`src/sv/atnd_pkg.sv`:
```
// shared constants, register codes and token types for the address to index mapper
package atnd_pkg;

  localparam int MaxDims    = 4;
  localparam int ExtentRegs = 4;
  localparam int UsedDims   = (MaxDims < ExtentRegs) ? MaxDims : ExtentRegs;
  localparam int RemSlots   = (UsedDims > 1) ? UsedDims - 1 : 1;
  localparam int AddrW      = 64;
  localparam int ExtW       = 16;
  localparam int CntW       = 3;
  localparam int CfgIdxW    = 3;
  localparam int QuotBits   = AddrW;

  typedef enum logic [CfgIdxW-1:0] {
    RegBase,
    RegElemSize,
    RegDimCount,
    RegDim0,
    RegDim1,
    RegDim2,
    RegDim3
  } cfg_reg_e;

  // one request as it moves along the divider cells
  typedef struct packed {
    logic                           valid;
    logic [AddrW-1:0]               dvd;
    logic [ExtW-1:0]                rem;
    logic [AddrW-1:0]               off;
    logic                           ge;
    logic                           inr;
    logic [AddrW-1:0]               flat;
    logic [AddrW-1:0]               last;
    logic [RemSlots-1:0][ExtW-1:0]  rems;
  } atnd_tok_t;

  typedef struct packed {
    logic                             inr;
    logic [AddrW-1:0]                 flat;
    logic [ExtentRegs-1:0][AddrW-1:0] idx;
  } atnd_res_t;

  // effective configuration seen by the datapath
  typedef struct packed {
    logic [AddrW-1:0]                base;
    logic [ExtW-1:0]                 esize;
    logic [ExtentRegs-1:0][ExtW-1:0] ext;
    logic [CntW-1:0]                 ndims;
    logic [AddrW-1:0]                span;
    logic                            wrap;
  } atnd_cfg_t;

endpackage

```
`src/sv/atnd_div_cell.sv`:
```
// one restoring division cell: one quotient bit per cycle while en_i is high
module atnd_div_cell import atnd_pkg::*; (
  input  logic            clk_i,
  input  logic            rst_ni,
  input  logic            en_i,
  input  atnd_tok_t       tok_i,
  input  logic [ExtW-1:0] div_i,
  output atnd_tok_t       tok_o
);

  logic [ExtW:0] trial;
  logic          fits;
  atnd_tok_t     tok_d;
  atnd_tok_t     tok_q;
  logic          valid_q;

  always_comb begin
    trial = {tok_i.rem, tok_i.dvd[AddrW-1]};
    fits  = trial >= {1'b0, div_i};
    tok_d = tok_i;
    tok_d.rem = fits ? ExtW'(trial - {1'b0, div_i}) : trial[ExtW-1:0];
    tok_d.dvd = {tok_i.dvd[AddrW-2:0], fits};
  end

  always_ff @(posedge clk_i or negedge rst_ni) begin
    if (!rst_ni) begin
      valid_q <= 1'b0;
    end else if (en_i) begin
      valid_q <= tok_i.valid;
    end
  end

  always_ff @(posedge clk_i) begin
    if (en_i) begin
      tok_q <= tok_d;
    end
  end

  always_comb begin
    tok_o       = tok_q;
    tok_o.valid = valid_q;
  end

endmodule

```
`config.mk`:
```
export PLATFORM = sky130hd
export DESIGN_NAME = atnd_div_cell
export DESIGN_NICKNAME = d
export VERILOG_FILES = /design/src/sv/atnd_pkg.sv /design/src/sv/atnd_div_cell.sv
export SDC_FILE = /design/constraint.sdc
export NUM_CORES = 1
export LEC_CHECK = 0
export ABC_AREA = 1
export CAP_MARGIN = 20
export CORE_AREA = 2 2 256 258
export CTS_CLUSTER_DIAMETER = 120
export DETAILED_ROUTE_END_ITERATION = 10
export DIE_AREA = 0 0 258 260
export DONT_BUFFER_PORTS = 1
export PLACE_DENSITY_LB_ADDON = 0.2
export SLEW_MARGIN = 20
export SYNTH_ARGS = -nofsm -noshare
export SYNTH_HDL_FRONTEND = slang
export SYNTH_SLANG_ARGS = --single-unit
```
`constraint.sdc`:
```
create_clock -name clk_i -period 0.8 [get_ports clk_i]
set_clock_uncertainty 0.1 [all_clocks]
set_input_delay 0 -clock clk_i [delete_from_list [all_inputs] [get_ports clk_i]]
set_output_delay 0 -clock clk_i [all_outputs]
set_load 0.005 [all_outputs]
```
Word-level counts from Yosys, hierarchy flattened
Cells that the tools add are included.
{"block": "word_totals", "ff_bits": 323, "input_bits": 342, "elab_cells": 14, "out_inout_bits": 323}
{"block": "op_classes", "add_sub_neg": 1, "muxes": 1, "order_cmp": 1}
{"operator": "greater-or-equal comparator 17 x 16 -> 1 bit", "count": 1}
{"operator": "two-way mux 16 bit", "count": 1}
{"operator": "subtractor 16 bit", "count": 1}

Longest topological paths before layout
{"block": "logic_depth", "ltp_word": 2, "depth_mapped": 14, "depth_no_buf": 13}

Worst setup path before layout
OpenSTA, ideal clock, no wires.
{"block": "synth_timing", "path_kind": "input to register", "from": "input port div_i[2]", "to": "register tok_q (netlist bit tok_o[248]) (data pin)", "slack_ns": -0.781, "stages": 14, "n_path_buf": 2, "arrival_ns": 1.229, "setup_ns": 0.252, "required_time_ns": 0.448, "path_cell_list": "inv_1 ha_1 buf_4 nand2_1 nand2_1 nand2_1 nand3_2 nand2_2 nand2_4 nand2_4 nand2_8 buf_12 nand2_2 nand2_1"}
{"item": "start, declared", "line_no": "atnd_div_cell.sv:7", "text": "input logic [ExtW-1:0] div_i,"}
{"item": "end signal, assigned", "line_no": "atnd_div_cell.sv:35", "text": "tok_q <= tok_d;"}
{"item": "end, declared", "line_no": "atnd_div_cell.sv:14", "text": "atnd_tok_t tok_q;"}

Worst setup path in the final report
{"block": "layout_timing", "from": "register tok_q (netlist bit tok_o[311])", "to": "output port tok_o[311] (netlist name)"}
{"item": "end, declared", "line_no": "atnd_div_cell.sv:8", "text": "output atnd_tok_t tok_o"}
No word-level cell between the ends.

==> results.md <==
### Critical path
* CP Class: flip-flop to output pin
* worst path buffer plus inverter count: 1
* cell-by-cell trace of the critical path: buf_12
* CP Launch Type: flip-flop
* CP Data Required Time: 0.70 ns
* standard cell with the maximum stage delay on the critical path: edfxtp_1
* largest stage delay on the critical path: 0.44 ns
* maximum fanout along the worst path: 1
* kind of cell adding the most delay to the critical path: flip-flops
* data arrival time of the critical path: 1.14 ns
* category of the worst setup path capture point: output pin

### Floorplan
* Placement Rows: 93
* area inside the core boundary: 0.0641 mm²
* starting utilization of the core area: 17.4%
* DIE AREA: 0.0671 mm²
* Top Ports: 665
* die outline width: 258 µm
* Chip Height: 260 µm

### Clock network
* clock tree root driver cell: clkbuf_16
* number of H-tree levels: 2
* CTS tree: yes
* cts bufs inserted: 38
* clock insertion delay at the later pin of the skew report: 0.53 ns
* maximum clock path buffer count: 3
* sink count of the clock tree: 323
* clock-pin slew of the registers on the worst-case setup and hold paths: 0.06 ns

### STA
* Worst Tran Pin Value: 0.562 ns
* setup violation total in the final timing report: 341
* Slew headroom: 62.5%
* min cycle time layout: 1.24 ns
* final worst-path setup slack: -0.445 ns
* Total Neg Setup Slack: -88.59 ns
* post-route clock period utilization: 156%
* Max Transition Viols Final: 0
* Final Hold Vio Count: 401
* setup repair after global routing missed its margin: yes
* post-route worst hold slack: -0.510 ns
* achievable frequency: 803 MHz

### Synthesis
* flops & latches, synth: 323
* number of warnings issued by yosys: 0
* count of mapped cells out of synthesis: 597
* distinct cell type count after synthesis: 28
* proportion of netlist area held by the largest area contributor: 86.7%
* Post-Syn Area: 0.0112 mm²
* Syn Area/Cell: 18.7 µm²
* cell with the most instances after synthesis: edfxtp_1
* most area-hungry cell type in the Yosys netlist: edfxtp_1
* top_reg_cell synth: edfxtp_1
* leading cell types by count after synthesis: edfxtp_1 (322), nand2_1 (102), inv_1 (59)
* cell types with the largest area share after synthesis: edfxtp_1 (87%), nand2_1 (3.4%), inv_1 (2.0%)
* async set or reset register ratio after synthesis: 0.310%
* part of the Yosys area used for sequential elements: 86.9%
* number of nets produced by synthesis: 956
* count of flip-flops with a built-in enable after synthesis: 322

### Global route
* wire length of the first global-routing pass: 56600 µm
* number of global-route vias before repair: 7103
* Congestion Overflow GR: 0
* total global routing track utilization: 12.1%
* number of antenna violations at the first check in global routing: 11
* pin count of the biggest net entering global routing: 324

### Routing
* detailed-routing iteration count for the pre-antenna-repair pass: 4
* final WL: 43700 µm
* Initial DRC Count: 557
* average vias per placed instance: 3.56
* number of design rule violations left after detail routing: 0
* routed wirelength normalized by instance count: 23.2 µm
* routed vias: 6712
* count of antenna-violating nets left after detailed routing: 0

### Place
* final weighted congestion in routability-driven placement: 0.825
* half-perimeter wire length after detailed placement: 31700 µm
* count of input and output buffers: 0
* post-placement setup slack: -0.934 ns
* area of placed instances: 0.0128 mm²

### Worst hold path
* worst min-delay path category: input pin to flip-flop

### Cells and area
* fraction of final layout cells sized beyond drive strength 1: 21.6%
* net count of the finished layout: 1362
* Non-Filler Cell Area, Final: 0.0177 mm²
* synth-to-layout area growth: 58.4%

### Run status
* violated checks: negative hold slack, negative setup slack
* result of the run: finished, violations left

### Power
* VDD IR-drop max: 1.21 mV
* P per Cell Area: 2400 mW/mm²
* Leakage: 6.45 nW

### Run
* number of maximum-capacitance constraint violations: 0

==> cells in the final DEF, fill, tap and decap left out, types with 3 or more instances in the layout <==
| cell | n |
|---|---|
| clkbuf_1 | 6 |
| clkinv_2 | 7 |
| inv_6 | 7 |
| nor2_1 | 8 |
| inv_2 | 8 |
| dlygate4sd3_1 | 311 |
| nand2_1 | 70 |
| xor2_1 | 4 |
| nand2_2 | 33 |
| buf_6 | 5 |
| nand2_8 | 6 |
| inv_1 | 47 |
| nor2_2 | 3 |
| clkinv_1 | 3 |
| a21oi_1 | 7 |
| buf_4 | 40 |
| buf_12 | 11 |
| nand3_2 | 11 |
| edfxtp_1 | 322 |
| nand4_1 | 4 |
| nand2_4 | 14 |
| clkbuf_16 | 39 |
| ha_4 | 14 |
| bufinv_16 | 4 |
| nand3_1 | 18 |
==> registers in the layout, indices dropped and copies added, names as in the netlist <==
signal and flops:
tok_o 322, valid_q 1
==> metal layers <==
metal	vias to the layer above	GRT usage, %	part of all wire [%]
met3	68	4.75	8.7
met4	14	3.98	2.6
met1	3298	12.7	35
met2	348	22.1	53
li1	2984	-	-
met5	-	0	0.22
==> path summary, 6_finish.rpt <==
kind | startpoint | to | slack [ns] | cells after the start
hold reg to reg | valid_q | valid_q | 0.53 | 2
setup / recovery | tok_o[311] | tok_o[311] | -0.44 | 1
hold / removal | en_i | tok_o[168] | -0.51 | 0
max in group asynchronous | rst_ni | valid_q | 0.38 | 2
setup reg to reg | valid_q | valid_q | -0.18 | 2
min in group asynchronous | rst_ni | valid_q | 0.11 | 2
==> metrics by stage <==
stage | hold slack [ns] | cells | total power [W] | utilization (%)
6_report | -0.510 | 1887 | 0.0425 | 27.6
5_1_grt | -0.561 | 1886 | 0.0442 | 27.6
4_1_cts | -0.546 | 1879 | 0.0432 | 27.3
3_5_place_dp | -0.396 | 1492 | 0.0236 | 20.0
3_3_place_gp | -0.396 | 1492 | 0.0237 | 20.0
2_1_floorplan | -0.396 | 597 | 0.0221 | -
==> power breakdown <==
| group | switching (W) | internal (W) | leakage [nW] |
|---|---|---|---|
| Clock | 0.00714 | 0.0103 | 0.609 |
| Combinational | 0.00152 | 0.00207 | 2.68 |
| Sequential | 0.00113 | 0.0203 | 3.16 |
==> what timing repair did <==
action,CTS,global route
gates resized for setup,69,27
setup endpoints to repair,341,341
cloned,4,0
hold endpoints to repair,646,582
hold buffers,308,3
pin swaps,39,9
setup buffers,8,3
==> final cells by class <==
class                      count  area (µm²)
antenna                        2        5.00
sequential                   323        9690
clock buffer                  45         998
clock inverter                22         249
multi-input combinational    211        1680
tap                          855        1070
inverter                      62         278
timing repair buffer         367        3690
fill                        6463       46400
==> kinds of logic after synthesis <==
group	share of synthesized area, %
flip-flops	86.9
AND/OR/NAND/NOR	7.32
buffers and inverters	2.53
adder cells (fa/ha/maj)	1.97
AO/OA/AOI/OAI	0.617
XOR/XNOR	0.550
multiplexers	0.101
Power figures use the tool's default switching activity.
