==> config.mk <==
export PLATFORM = sky130hd
export DESIGN_NAME = atnd_skid
export DESIGN_NICKNAME = d
export VERILOG_FILES = /design/src/sv/atnd_pkg.sv /design/src/sv/atnd_skid.sv
export SDC_FILE = /design/constraint.sdc
export NUM_CORES = 1
export LEC_CHECK = 0
export ABC_AREA = 0
export ABC_CLOCK_PERIOD_IN_PS = 18200
export BUFFER_PORTS_ARGS = -buffer_cell sky130_fd_sc_hd__clkbuf_2
export CAP_MARGIN = 20
export CORE_AREA = 2 2 254 256
export CTS_CLUSTER_DIAMETER = 200
export CTS_CLUSTER_SIZE = 14
export DETAILED_ROUTE_END_ITERATION = 6
export DIE_AREA = 0 0 256 258
export PLACE_DENSITY = 0.61
export SYNTH_ARGS = -nofsm -noshare
export SYNTH_HDL_FRONTEND = slang
export SYNTH_SLANG_ARGS = --single-unit
==> constraint.sdc <==
create_clock -name clk_i -period 18.2 [get_ports clk_i]
set_input_delay 3.64 -clock clk_i [delete_from_list [all_inputs] [get_ports clk_i]]
set_output_delay 3.64 -clock clk_i [all_outputs]
set_load 0.1 [all_outputs]
==> src/sv/atnd_pkg.sv <==
// shared constants, register codes and token types for the address to index mapper
package atnd_pkg;

  localparam int MaxDims    = 4;
  localparam int ExtentRegs = 4;
  localparam int UsedDims   = (MaxDims < ExtentRegs) ? MaxDims : ExtentRegs;
  localparam int RemSlots   = (UsedDims > 1) ? UsedDims - 1 : 1;
  localparam int AddrW      = 64;
  localparam int ExtW       = 16;
  localparam int CntW       = 3;
  localparam int CfgIdxW    = 3;
  localparam int QuotBits   = AddrW;

  typedef enum logic [CfgIdxW-1:0] {
    RegBase,
    RegElemSize,
    RegDimCount,
    RegDim0,
    RegDim1,
    RegDim2,
    RegDim3
  } cfg_reg_e;

  // one request as it moves along the divider cells
  typedef struct packed {
    logic                           valid;
    logic [AddrW-1:0]               dvd;
    logic [ExtW-1:0]                rem;
    logic [AddrW-1:0]               off;
    logic                           ge;
    logic                           inr;
    logic [AddrW-1:0]               flat;
    logic [AddrW-1:0]               last;
    logic [RemSlots-1:0][ExtW-1:0]  rems;
  } atnd_tok_t;

  typedef struct packed {
    logic                             inr;
    logic [AddrW-1:0]                 flat;
    logic [ExtentRegs-1:0][AddrW-1:0] idx;
  } atnd_res_t;

  // effective configuration seen by the datapath
  typedef struct packed {
    logic [AddrW-1:0]                base;
    logic [ExtW-1:0]                 esize;
    logic [ExtentRegs-1:0][ExtW-1:0] ext;
    logic [CntW-1:0]                 ndims;
    logic [AddrW-1:0]                span;
    logic                            wrap;
  } atnd_cfg_t;

endpackage

==> src/sv/atnd_skid.sv <==
// two-entry output queue that decouples the cell chain from the result stall
module atnd_skid import atnd_pkg::*; (
  input  logic      clk_i,
  input  logic      rst_ni,
  input  logic      push_i,
  input  atnd_res_t res_i,
  input  logic      stall_i,
  output logic      valid_o,
  output atnd_res_t res_o,
  output logic      full_o
);

  atnd_res_t  mem_q [2];
  logic       wp_q, rp_q;
  logic [1:0] cnt_q;
  logic       pop;

  assign valid_o = cnt_q != 2'd0;
  assign full_o  = cnt_q == 2'd2;
  assign pop     = valid_o && !stall_i;
  assign res_o   = mem_q[rp_q];

  always_ff @(posedge clk_i or negedge rst_ni) begin
    if (!rst_ni) begin
      wp_q  <= 1'b0;
      rp_q  <= 1'b0;
      cnt_q <= 2'd0;
    end else begin
      if (push_i) begin
        wp_q <= ~wp_q;
      end
      if (pop) begin
        rp_q <= ~rp_q;
      end
      cnt_q <= cnt_q + {1'b0, push_i} - {1'b0, pop};
    end
  end

  always_ff @(posedge clk_i) begin
    if (push_i) begin
      mem_q[wp_q] <= res_i;
    end
  end

endmodule

# After elaboration in Yosys (flattened, before gate mapping)

Memory sizes are Yosys's and may differ from the RTL's.
Cells that the tools add are included.

Output and inout port bits: 323
Register bits: 4
Word-level logic and storage cells: 14
Memories kept: 1
RAM bits: 642
Bits of input ports: 325

Equal/unequal tests: 1
Bitwise logic cells: 2
Reduce and logical (&&, ||, !) cells: 3
$add $sub $neg: 2
Mux-type cells: 2

Memories:

| memory | words | bits a word | read ports | clocked after memory_dff | wr ports | line            | text |
|---|---|---|---|---|---|---|---|
| mem_q  | 2     | 321         | 1          | 0                        | 1        | atnd_skid.sv:13 | `atnd_res_t mem_q [2];` |

Operators with widths:

| cell                                        | number |
|---|---|
| 2-bit by 1-bit adder with 2-bit output      | 1 |
| 2-bit equality test (second input constant) | 1 |
| 1-bit two-way mux                           | 2 |
| 1-bit inverter                              | 2 |
| 2-bit nonzero test                          | 1 |
| 2-bit by 1-bit subtractor with 2-bit output | 1 |
| 1-bit logical AND                           | 1 |
| 1-bit logical NOT                           | 1 |

# Longest topological paths before layout

Gate-level depths: netlist of run 1.

Depth in word-level cells: 3
Depth in mapped cells: 7
Depth with buffers taken out: 7

# Worst setup path before layout of run 1

Ideal clock, no wire load.

Kind: in2reg
Start point: input push_i
End point: memory mem_q[0][0] in the netlist's numbering (enable)
Stages: 1
Setup time: 1.048 ns
Arrival time: 17.432 ns
Setup slack: -0.280 ns
Required time: 17.152 ns
Buffers on the path: 0
Cell sequence: nor2b_1

Cells in the longest elaborated chain, start to end: 2

RTL lines:

| what                                    | line            | text |
|---|---|---|
| start: declaration                      | atnd_skid.sv:5  | `input logic push_i,` |
| 1-bit two-way mux                       | atnd_skid.sv:40 | `if (push_i) begin` |
| 1-bit two-way mux (not written as such) | atnd_skid.sv:41 | `mem_q[wp_q] <= res_i;` |
| end: declaration                        | atnd_skid.sv:13 |  |

No other way between the ends.

==> results of run 1 <==
[synthesized netlist by cell type, drive strengths merged]
cell type,number,area share [%]
and2,1,0.027
mux2,321,16
xnor2,3,0.11
buf,36,1.6
inv,3,0.048
dfrtp,4,0.42
xor2,1,0.037
o21bai,1,0.032
edfxtp,642,82
or2,1,0.027
nor2b,2,0.053
ha,2,0.11
[worst max-delay path, delay by kind of cell (launching register included)]
kind | cells | cell delay, ps
buffers and inverters | 3 | 2040
flip-flops | 1 | 910
multiplexers | 1 | 430
[per-stage QoR]
stage	std cells	instance area [um^2]	hold WS (ps)	utilization (%)	worst slack, ps
after floorplan	1017	23600	473	-	5770
after global placement	2494	27700	528	43.5	10920
after detailed placement	2494	27700	538	43.5	10910
after CTS	2562	29100	553	45.7	10250
after global routing	2573	29100	581	45.8	10200
final	2573	29100	549	45.8	10440
[registers in the layout, summed over array words and instances (netlist names)]
name and flops:
cnt_q 2, wp_q 1, mem_q 642, rp_q 1
[final cells by class]
class / count / area, um^2 / area share [%]
multi-input cells: 332 / 3870 / 13.3
flip-flops and latches: 646 / 19400 / 66.6
clock inverters: 3 / 33.8 / 0.116
inverters: 3 / 11.3 / 0.0387
clock buffers: 65 / 1370 / 4.71
well taps: 855 / 1070 / 3.67
diodes: 10 / 25.0 / 0.0859
repair buffers: 659 / 3360 / 11.5
[final timing paths]
check	start	end	slack, ps	cells after the start
setup reg to reg	wp_q	mem_q[1][241]	14790	3
min in group asynchronous	rst_ni	rp_q	2830	1
max in group asynchronous	rst_ni	rp_q	15230	1
hold / removal	wp_q	wp_q	550	1
hold reg to reg	wp_q	wp_q	550	1
setup / recovery	rp_q	res_o[249]	10440	4
[cells by family (layout without fill, tap and decap cells)]
logic type / count (synthesis) / after routing / synth area share, %
mux: 321 / 321 / 15.9
xor+xnor: 4 / 4 / 0.148
compound gates: 1 / 1 / 0.0318
other cells: 0 / 10 / 0
buf+inv: 39 / 730 / 1.63
simple gates: 4 / 4 / 0.106
flops: 646 / 646 / 82.0
fa+ha+maj: 2 / 2 / 0.106
[per-layer routing]
metal,GRT usage (%),share of wire [%],routed length [um],vias to the layer above
li1,-,-,-,5402
met3,4.90,7.5,3950,108
met4,6.61,3.8,2020,2
met1,16.4,35,18600,5953
met2,27.5,53,28200,426
met5,0,0.025,13,-
==> results.md, run 1 <==
- Postcts setup bufs: 0
- CTS Buffer Depth: 3
- Max incr delay on CP: 910 ps
- Worst-path cell chain: buf_4 > buf_4 > mux2_2 > clkbuf_2
- Critical Path Slowest Stage Cell: dfrtp_4
- CP dominant cell by count: buf_4
- Crit share post-route: 42.7%
- Critical path class: flop to output port
- Max-cap violations: 0
- HPWL after DPL: 37100 um
- Syn_nets: 1344
- Post-CTS Hold Buffers: 0
- IO Count: 648
- DIE AREA: 0.0660 mm^2
- Nets: 2021
- ANT nets after route: 0
- Mapped Area: 0.0236 mm^2
- Syn_area_per_cell: 23.2 um^2
- Sink Count: 646
- DR pass1 iterations: 5
- Crit path DAT: 4120 ps
- Setup TNS Final: 0 ps
- Final wirelength: 52800 um
- Gate count of the mapped netlist: 1017
- Site Rows: 93
- Layout cell share with drive strength beyond 1: 60.4%
- Clk root buf: clkbuf_16
- Total grt overflow: 0
- Antenna violations before repair: 12
- Fillers: 5565
- Area grow syn2layout: 23.3%
- Final hold vios: 0
- Starting Density: 37.1%
- Outcome: finished clean
- CP startpoint kind: flop
- Most frequent cells in the layout: clkbuf_2 (647), edfxtp_1 (642), mux2_2 (273)
- Crit path time final: 7760 ps
- Maximum clock rate: 129 MHz
- DRC errors left: 0
- GRT Util Overall: 15.3%
- Vias per Instance: 4.62
- First-pass GRT wire length: 76700 um
- Via count: 11900
- Final setup viols: 0
- Clock-pin transition on the worst setup and hold timing paths: 70 ps
- Clock latency on the worst-skew pair: 590 ps
- Post-synthesis sequential area ratio: 82.0%
- Crit path max fanout: 71
- PortBufs: 647
- WP data required: 14560 ps
- Die Wd: 256 um
- Post-synthesis cell type count: 15
- H-tree lvl count: 2
- Slew margin rel.: 26.4%
- Endpoint class of the critical path: output port
- Slew @ Worst Pin: 1100 ps
- Fin. max-slew vios: 0
- WL/cell: 20.5 um
- DR iter-0 viols: 640
- Clock skew: 24.6 ps
- CTS tree: yes
- DIE HEIGHT: 258 um
- Largest net degree at the start of global routing: 168
- Commonest non-fill, non-tap cell in the layout: clkbuf_2
- Unrepaired setup endpoints after global routing: false
- CTS Buf Count: 52
- Area of the core: 0.0636 mm^2
- Vias in the first global route: 12600
- Tightest Hold Check Type: flop to flop
- GPL Wtd Cong: 0.830
- YS warnings: 0
- CTS resizes: 0
- Yosys reg bits: 646
Power of run 1 is left out: the tool's default activity adds up to more than one toggle a clock period on the data nets, which glitch-free logic cannot reach.
==> inputs of run 2 (changes only) <==
--- a/config.mk
+++ b/config.mk
@@ -6,7 +6,7 @@
 export NUM_CORES = 1
 export LEC_CHECK = 0
 export ABC_AREA = 0
-export ABC_CLOCK_PERIOD_IN_PS = 18200
+export ABC_CLOCK_PERIOD_IN_PS = 7100
 export BUFFER_PORTS_ARGS = -buffer_cell sky130_fd_sc_hd__clkbuf_2
 export CAP_MARGIN = 20
 export CORE_AREA = 2 2 254 256
@@ -14,7 +14,7 @@
 export CTS_CLUSTER_SIZE = 14
 export DETAILED_ROUTE_END_ITERATION = 6
 export DIE_AREA = 0 0 256 258
-export PLACE_DENSITY = 0.61
+export PLACE_DENSITY = 0.64
 export SYNTH_ARGS = -nofsm -noshare
 export SYNTH_HDL_FRONTEND = slang
 export SYNTH_SLANG_ARGS = --single-unit
==> constraint.sdc (replaced) <==
create_clock -name clk_i -period 7.1 [get_ports clk_i]
set_input_delay 1.42 -clock clk_i [delete_from_list [all_inputs] [get_ports clk_i]]
set_output_delay 1.42 -clock clk_i [all_outputs]
set_load 0.1 [all_outputs]
==> run 2 against run 1 <==
Effect of this change: critical path depth shrank 1; highest routed layer unchanged; non-clock buffer count shrank 6; first-iteration DRC count grew 18%; setup slack lost 7700 ps; critical path type unchanged; cell count shrank 0.35%; register-to-register slack lost 9600 ps; routed wire length shrank 0.80%; via count grew 1.5%; cell area is essentially flat.
==> results.md, run 2 (synthesis results as in run 1) <==
- Register with the most flip-flops: mem_q
- Slew @ Worst Pin: 1360 ps
- Regs by FF count: mem_q: 642 flops, cnt_q: 2 flops
- Crit share post-route: 61.8%
- GPL Wtd Cong: 0.840
- WP data required: 5680 ps
- CTS Buffer Depth: 3
- Largest net degree at the start of global routing: 165
- DIE AREA: 0.0660 mm^2
- IO Count: 648
- Met3 Usage GRT: 4.36%
- CP startpoint kind: flop
- Vias in the first global route: 12700
- Crit path time final: 4390 ps
- CTS resizes: 0
- Fin cells: 2564
- Total grt overflow: 0
- Commonest non-fill, non-tap cell in the layout: clkbuf_2
- Max reg flops: 642
- DR iter-0 viols: 756
- DRC errors left: 0
- Fin. max-slew vios: 0
- Sink Count: 646
- Die Wd: 256 um
- GRT Util Overall: 15.2%
- H-tree lvl count: 2
- DIE HEIGHT: 258 um
- First-pass GRT wire length: 76400 um
- Max-cap violations: 0
- Placed cell count: 2489
- Hold_ws: 551 ps
- Post-CTS Hold Buffers: 0
- Area of the core: 0.0636 mm^2
- Vias per Instance: 4.71
- Clock latency on the worst-skew pair: 590 ps
- Antenna violations before repair: 12
- ANT nets after route: 0
- Tightest Hold Check Type: flop to flop
- Sequential Area: 0.0194 mm^2
- Busiest metal layer after global routing: met2
- Crit path DAT: 2970 ps
- Area grow syn2layout: 23.3%
- Met2 Usage GRT: 27.2%
- Via count: 12100
- Site Rows: 93
- WL/cell: 20.4 um
- Slew margin rel.: 9.26%
- Clock-pin transition on the worst setup and hold timing paths: 70 ps
- Nets: 2015
- Fillers: 5513
- Final setup viols: 0
- DR pass1 iterations: 4
- Most frequent cells in the layout: clkbuf_2 (647), edfxtp_1 (642), mux2_2 (273)
- Final wirelength: 52300 um
- Endpoint class of the critical path: output port
- Unrepaired setup endpoints after global routing: false
- Critical path class: flop to output port
- PortBufs: 647
- Setup TNS Final: 0 ps
- Crit path max fanout: 161
- Layout cell share with drive strength beyond 1: 60.3%
- Postcts setup bufs: 0
- Clk root buf: clkbuf_16
- Met1 GRT Util: 16.8%
- Multi-input gate area: 0.00387 mm^2
- Maximum clock rate: 228 MHz
- CTS tree: yes
- Clock skew: 17.3 ps
- Starting Density: 37.1%
- Final hold vios: 0
- HPWL after DPL: 36000 um
- CTS Buf Count: 52
- Outcome: finished clean
==> run 2: worst max-delay path, cell delays in order, from the launching register on <==
cell	delay, ps
dfrtp_4	630
buf_12	520
mux2_2	430
clkbuf_2	400
==> run 2: area by class of cell <==
cell class	count	area share [%]
Sequential cell	646	66.5
Multi-Input combinational cell	332	13.3
Tap cell	855	3.67
Inverter	3	0.0386
Timing Repair Buffer	653	11.5
Antenna cell	7	0.0601
Clock buffer	66	4.79
Clock inverter	2	0.112
==> run 2: worst paths after layout <==
path | from | to | slack (ps) | depth (start not counted)
setup / recovery | rp_q | res_o[219] | 2710 | 3
setup reg to reg | wp_q | mem_q[1][245] | 5150 | 2
hold reg to reg | wp_q | wp_q | 550 | 1
min in group asynchronous | rst_ni | rp_q | 620 | 1
max in group asynchronous | rst_ni | rp_q | 6340 | 1
hold / removal | wp_q | wp_q | 550 | 1
==> run 2: metrics by stage <==
stage               setup WS (ps)  area [um^2]  utilization, %
finish                       2710        29100            45.8
global route                 2620        29100            45.8
CTS                          2710        29100            45.7
detailed placement           3380        27700            43.5
global placement             3410        27700            43.5
floorplan                     447        23600               -
==> run 2: metal layers <==
| metal | up-vias | routed length (um) | part of all wire, % |
|---|---|---|---|
| li1 | 5397 | - | - |
| met1 | 6106 | 18800 | 36 |
| met2 | 427 | 27900 | 53 |
| met3 | 124 | 3710 | 7.1 |
| met4 | 10 | 1940 | 3.7 |
| met5 | - | 56 | 0.11 |
Power of run 2 is left out for the same reason.
